## src/sv/assert_macros.svh

```systemverilog
// Assertion macros used by the RTL of the tag bit registry.
`ifndef ASSERT_MACROS_SVH
`define ASSERT_MACROS_SVH

// Clocked assertion, switched off while reset is held.
`define ASSERT_CLK(lbl, clk, rst_n, prop, msg) \
    lbl: assert property (@(posedge clk) disable iff (!rst_n) prop) else $error(msg);

// Clocked implication, switched off while reset is held.
`define ASSERT_IMPL(lbl, clk, rst_n, ante, cons, msg) \
    lbl: assert property (@(posedge clk) disable iff (!rst_n) (ante) |-> (cons)) \
        else $error(msg);

`endif

```

## src/sv/tbr_pkg.sv

```systemverilog
// Package of shared widths, codes and defaults for the tag bit registry.
package tbr_pkg;

    localparam int TAG_W         = 32;
    localparam int MASK_W        = 32;
    localparam int STATUS_W      = 2;
    localparam int TAG_SLOTS_DEF = 32;

    typedef enum logic [0:0] {
        CMD_REGISTER = 1'b0,
        CMD_LOOKUP   = 1'b1
    } command_t;

    typedef enum logic [STATUS_W-1:0] {
        STATUS_OK      = 2'd0,
        STATUS_FULL    = 2'd1,
        STATUS_UNKNOWN = 2'd2
    } status_t;

endpackage

```

## src/sv/tag_bit_registry_top.sv

```systemverilog
// Tag bit registry: accepts one request per cycle; the tag is compared against every occupied
// slot in parallel in the same cycle and the answer lands in a result register, so with the
// consumer ready a request is taken every clock and its result appears on the following one.
// The parallel tag compare across all slots in the same cycle sets that figure. A register request
// always answers; a lookup answers only on the request flagged last. No clearing pass is
// needed after reset: only slots below the fill count are ever compared.
`include "assert_macros.svh"

module tag_bit_registry_top #(
    parameter int TAG_SLOTS = tbr_pkg::TAG_SLOTS_DEF
) (
    input  logic                          clk,
    input  logic                          rst_n,
    // request channel
    input  logic                          in_valid,
    output logic                          in_ready,
    input  logic                          command,
    input  logic [tbr_pkg::TAG_W-1:0]     tag,
    input  logic [tbr_pkg::MASK_W-1:0]    mask_in,
    input  logic                          last,
    // result channel
    output logic                          out_valid,
    input  logic                          out_ready,
    output logic [tbr_pkg::MASK_W-1:0]    mask,
    output logic [tbr_pkg::STATUS_W-1:0]  status
);

    localparam int CNT_W  = $clog2(TAG_SLOTS + 1);
    localparam int SLOT_W = (TAG_SLOTS > 1) ? $clog2(TAG_SLOTS) : 1;

    // Tag store and fill count
    logic [tbr_pkg::TAG_W-1:0]   store_reg [TAG_SLOTS];
    logic [CNT_W-1:0]            tags_used_reg, tags_used_next;
    logic [TAG_SLOTS-1:0]        list_mask_reg, list_mask_next;
    logic                        list_missed_reg, list_missed_next;

    // Result register
    logic                        out_valid_reg, out_valid_next;
    logic [tbr_pkg::MASK_W-1:0]  mask_reg, mask_next;
    tbr_pkg::status_t            status_reg, status_next;

    logic                        in_fire;
    logic                        out_fire;
    logic [TAG_SLOTS-1:0]        match_vec;
    logic                        hit;
    logic                        full;
    logic [TAG_SLOTS-1:0]        new_bit;
    logic                        store_wr;
    tbr_pkg::command_t           cmd;

    assign cmd      = tbr_pkg::command_t'(command);
    assign out_fire = out_valid_reg && out_ready;
    assign in_ready = !out_valid_reg || out_ready;
    assign in_fire  = in_valid && in_ready;

    // Parallel compare over occupied slots; tags are distinct so the hit vector has at most one bit set
    always_comb
    begin
        for (int i = 0; i < TAG_SLOTS; i++)
        begin
            match_vec[i] = (CNT_W'(i) < tags_used_reg) && (store_reg[i] == tag);
        end
    end

    assign hit     = |match_vec;
    assign full    = (tags_used_reg == CNT_W'(TAG_SLOTS));
    assign new_bit = {{(TAG_SLOTS-1){1'b0}}, 1'b1} << tags_used_reg;

    // Next state and result
    always_comb
    begin
        tags_used_next   = tags_used_reg;
        list_mask_next   = list_mask_reg;
        list_missed_next = list_missed_reg;
        store_wr         = 1'b0;
        out_valid_next   = out_fire ? 1'b0 : out_valid_reg;
        mask_next        = mask_reg;
        status_next      = status_reg;
        if (in_fire)
        begin
            unique case (cmd)
                tbr_pkg::CMD_REGISTER:
                begin
                    out_valid_next = 1'b1;
                    priority if (hit)
                    begin
                        mask_next   = mask_in | tbr_pkg::MASK_W'(match_vec);
                        status_next = tbr_pkg::STATUS_OK;
                    end
                    else if (!full)
                    begin
                        store_wr       = 1'b1;
                        tags_used_next = tags_used_reg + CNT_W'(1);
                        mask_next      = mask_in | tbr_pkg::MASK_W'(new_bit);
                        status_next    = tbr_pkg::STATUS_OK;
                    end
                    else
                    begin
                        mask_next   = mask_in;
                        status_next = tbr_pkg::STATUS_FULL;
                    end
                end
                tbr_pkg::CMD_LOOKUP:
                begin
                    if (last)
                    begin
                        out_valid_next   = 1'b1;
                        list_mask_next   = '0;
                        list_missed_next = 1'b0;
                        if (list_missed_reg || !hit)
                        begin
                            mask_next   = '0;
                            status_next = tbr_pkg::STATUS_UNKNOWN;
                        end
                        else
                        begin
                            mask_next   = tbr_pkg::MASK_W'(list_mask_reg | match_vec);
                            status_next = tbr_pkg::STATUS_OK;
                        end
                    end
                    else
                    begin
                        list_mask_next   = list_mask_reg | match_vec;
                        list_missed_next = list_missed_reg || !hit;
                    end
                end
                default:
                begin
                    out_valid_next = out_valid_reg;
                end
            endcase
        end
    end

    // Control registers
    always_ff @(posedge clk or negedge rst_n)
    begin
        if (!rst_n)
        begin
            tags_used_reg   <= '0;
            list_mask_reg   <= '0;
            list_missed_reg <= 1'b0;
            out_valid_reg   <= 1'b0;
        end
        else
        begin
            tags_used_reg   <= tags_used_next;
            list_mask_reg   <= list_mask_next;
            list_missed_reg <= list_missed_next;
            out_valid_reg   <= out_valid_next;
        end
    end

    // Payload registers and tag store write
    always_ff @(posedge clk)
    begin
        mask_reg   <= mask_next;
        status_reg <= status_next;
        if (store_wr)
        begin
            store_reg[tags_used_reg[SLOT_W-1:0]] <= tag;
        end
    end

    assign out_valid = out_valid_reg;
    assign mask      = mask_reg;
    assign status    = status_reg;

    // Checks
    `ASSERT_CLK(a_count_bound, clk, rst_n, tags_used_reg <= CNT_W'(TAG_SLOTS),
                "fill count overflow")
    `ASSERT_CLK(a_count_step, clk, rst_n,
                (tags_used_reg == $past(tags_used_reg)) ||
                (tags_used_reg == $past(tags_used_reg) + CNT_W'(1)),
                "fill count jumped")
    `ASSERT_IMPL(a_reg_answers, clk, rst_n, in_fire && (cmd == tbr_pkg::CMD_REGISTER),
                 ##1 out_valid_reg, "register request gave no result")
    `ASSERT_IMPL(a_full_status, clk, rst_n,
                 out_valid_reg && (status_reg == tbr_pkg::STATUS_FULL), full,
                 "full status with free slots")

endmodule
```

## config.mk

```make
export PLATFORM = sky130hd
export DESIGN_NAME = tag_bit_registry_top
export DESIGN_NICKNAME = d
export VERILOG_FILES = /design/src/sv/tbr_pkg.sv /design/src/sv/tag_bit_registry_top.sv
export VERILOG_INCLUDE_DIRS = /design/src /design/src/sv
export SDC_FILE = /design/constraint.sdc
export NUM_CORES = 2
export LEC_CHECK = 0
export BUFFER_PORTS_ARGS = -buffer_cell sky130_fd_sc_hd__buf_2
export CAP_MARGIN = 15
export CELL_PAD_IN_SITES_DETAIL_PLACEMENT = 0
export CELL_PAD_IN_SITES_GLOBAL_PLACEMENT = 1
export CORE_ASPECT_RATIO = 1.5
export CORE_MARGIN = 2
export CORE_UTILIZATION = 38
export DETAILED_ROUTE_END_ITERATION = 16
export PLACE_DENSITY_LB_ADDON = 0.12
export SETUP_SLACK_MARGIN = 0.5
export SYNTH_ARGS = -nofsm -noshare
export SYNTH_HDL_FRONTEND = slang
export SYNTH_SLANG_ARGS = --single-unit
export TNS_END_PERCENT = 50
```

## constraint.sdc

```tcl
create_clock -name clk -period 6.7 [get_ports clk]
set_clock_uncertainty 0.1 [all_clocks]
set_input_delay 1.675 -clock clk [delete_from_list [all_inputs] [get_ports clk]]
set_output_delay 1.675 -clock clk [all_outputs]
set_load 0.02 [all_outputs]
```

==> summary.txt <==
syn_nets: 3115
ys async rst share: 0.0364
Leak: 18.1 nW
CTS buffer count: 106
number of flops mapped to enable cells by yosys: 1058
Mapped Cells: 3038
DRC: 0
Vias/cell: 5.26
Clk Latency, worst-skew pair: 0.72 ns
leading area contributor after synthesis: edfxtp_1
FF+latch area: 32800 µm²
TritonCTS Sinks: 1098
post-synth design cell area: 47000 µm²
WL/cell: 29.1 µm
GRT Overall Usage: 0.228
met3 wire length: 5180 µm
Synth cell types: 52
commonest non-fill, non-tap cell in the layout: edfxtp_1
Die W: 291 µm
crit-path max FO: 38
Final Core Density: 0.442
number of nets in the layout: 3365
Final WS setup: 0.920 ns
Hold Buf Count CTS: 0
routed metal-1 wirelength: 63200 µm
Largest register FFs: 1024
drt total wl: 145000 µm
Req. time, crit path: 7.14 ns
synthesis-to-layout area growth: 15.9%
max-cap check violation count: 0
RR Startpoint: tags_used_reg[2]
Pre-antenna DRT Iters: 5
Die Ht: 435 µm
worst hold path type: register to register
Slew @ Worst Pin: 1.26 ns
Synth area leaders: edfxtp_1, xor2_1, xnor2_1
layout cell share with drive strength beyond 1: 0.145
Clock transition at path regs: 0.06 ns
effective utilization at floorplan: 0.381
routability congestion estimate: 0.828
Die Area: 127000 µm²
H-tree depth: 3
r2r worst-path depth: 11
initial antenna violation count: 4
FF+latch count, synth: 1098
post-synth top area share: 0.676
sequential area share after synthesis: 0.698
CTS tree: done
Fmax achieved: 0.173 GHz
vias in the first global route: 26800
min Tclk post-route: 5.78 ns
post-route ant nets: 0
syn avg cell area: 15.5 µm²
crit path launch: tag[21]
floorplan core area: 123000 µm²
crit path kind: input pin to register
Setup crit start kind: input pin
pwr dens: 284 nW/µm²
CTS max path bufs: 3
Port-buffer cells: 105
Relative slew margins: 0.155
# rows: 158
top layer in use: met4
RSZ-0062 raised after global routing: no
largest net degree at the start of global routing: 41
status: complete, no violations
HPWL after detailed placement: 93300 µm
most frequent cells in the layout: edfxtp_1, xor2_1, xnor2_1, nor4_1, buf_4
I/O pin total: 106
ys flop type: edfxtp_1
worst hold stages: 2
Tcrit/Tclk final: 0.863
final hold violations: 0
Worst EP arrival: 6.22 ns
Critical Path Sink: mask[19]
DR WL met2: 72500 µm
setup violators final: 0
VDD IR max: 0.000178 V
Cell Area, Placed: 51200 µm²
CTS resizes: 0
pre-CTS setup slack: 0.369 ns
CP endpoint kind: register
R2R setup slack: 1.57 ns
hold_ws: 0.395 ns
via count: 26200
Root Driver: clkbuf_16
Synth Warn #: 0
Final Max Slew Viols: 0
area of the multi-input gates: 13400 µm²
FF-to-FF End: store_reg[4][3]
Design Area, Final: 54500 µm²
# fillers: 10900
grt total ovfl: 0
first-pass GRT wire length: 205000 µm
DR iter-0 viols: 1974
postcts setup bufs: 0
[kinds of logic (layout without fill, tap and decap cells)]
family,count (synthesis),in the layout,share of synthesized area
multiplexers,6,6,0.00131
AO/OA/AOI/OAI,117,117,0.0167
buffers and inverters,169,505,0.0197
flip-flops,1098,1098,0.698
XOR/XNOR,1028,1028,0.192
AND/OR/NAND/NOR,613,613,0.0711
adder cells (fa/ha/maj),7,7,0.00186
other,0,3,0
[synth_stat cells (3+ instances only)]
cell	n
xnor2_1	268
xor2_1	760
nand4_1	102
clkbuf_1	20
and3_1	14
or3_1	3
a311oi_1	4
a21oi_1	55
buf_6	8
ha_1	7
o22ai_1	5
mux2i_1	5
o21ai_0	7
dfrtp_1	40
o311ai_0	3
inv_1	7
nor4_1	205
nand3_1	32
nand2b_1	3
a211oi_1	5
edfxtp_1	1058
nor2_1	133
buf_2	106
buf_4	26
o221ai_1	23
nand2_1	48
nor3_1	54
a41oi_1	3
[power breakdown]
part           leakage (nW)  total (mW)  switching, mW  internal [mW]
sequential             10.1        7.80         0.0825           7.72
clock                  1.60        5.87           2.62           3.26
combinational          6.43        1.79           1.28          0.508
[worst min path at each step]
stage / from / end / slack (ns)
after detailed placement: list_mask_reg[22] / list_mask_reg[22] / 0.38
final: list_mask_reg[22] / list_mask_reg[22] / 0.39
after global placement: list_mask_reg[24] / list_mask_reg[24] / 0.38
after floorplan: list_mask_reg[0] / list_mask_reg[0] / 0.36
after CTS: list_mask_reg[22] / list_mask_reg[22] / 0.40
after global routing: list_mask_reg[12] / list_mask_reg[12] / 0.42
[cell type report]
cell class / instances / area share
repair buffers: 304 / 0.0539
diodes: 3 / 0.000138
well taps: 1600 / 0.0368
flip-flops and latches: 1098 / 0.602
clock inverters: 56 / 0.00887
inverters: 7 / 0.000482
clock buffers: 138 / 0.0517
multi-input cells: 1771 / 0.246
[worst max-delay path: stages]
cell	delay, ns
buf_4	0.34
buf_4	0.26
xor2_1	0.08
nor4_1	1.05
nand4_1	0.40
nor3_1	0.73
nor4_1	0.27
nand4_1	0.24
nor3_4	0.11
buf_12	0.21
or3_1	0.37
buf_12	0.19
o221ai_1	0.21
[metrics by stage]
step                TNS (ns)  std cells  power, mW
finish                     0       4977       15.5
CTS                        0       4974       15.6
floorplan              -1.50       3038       8.78
detailed placement         0       4780       9.75
global route               0       4974       15.9
global placement           0       4780       9.74
[per-layer routing]
metal,vias to the layer above,GRT usage
met4,0,0.0716
met1,13800,0.300
met5,-,0
met3,182,0.0247
li1,11600,-
met2,592,0.396
No activity file was read; power rests on OpenSTA's default activity.
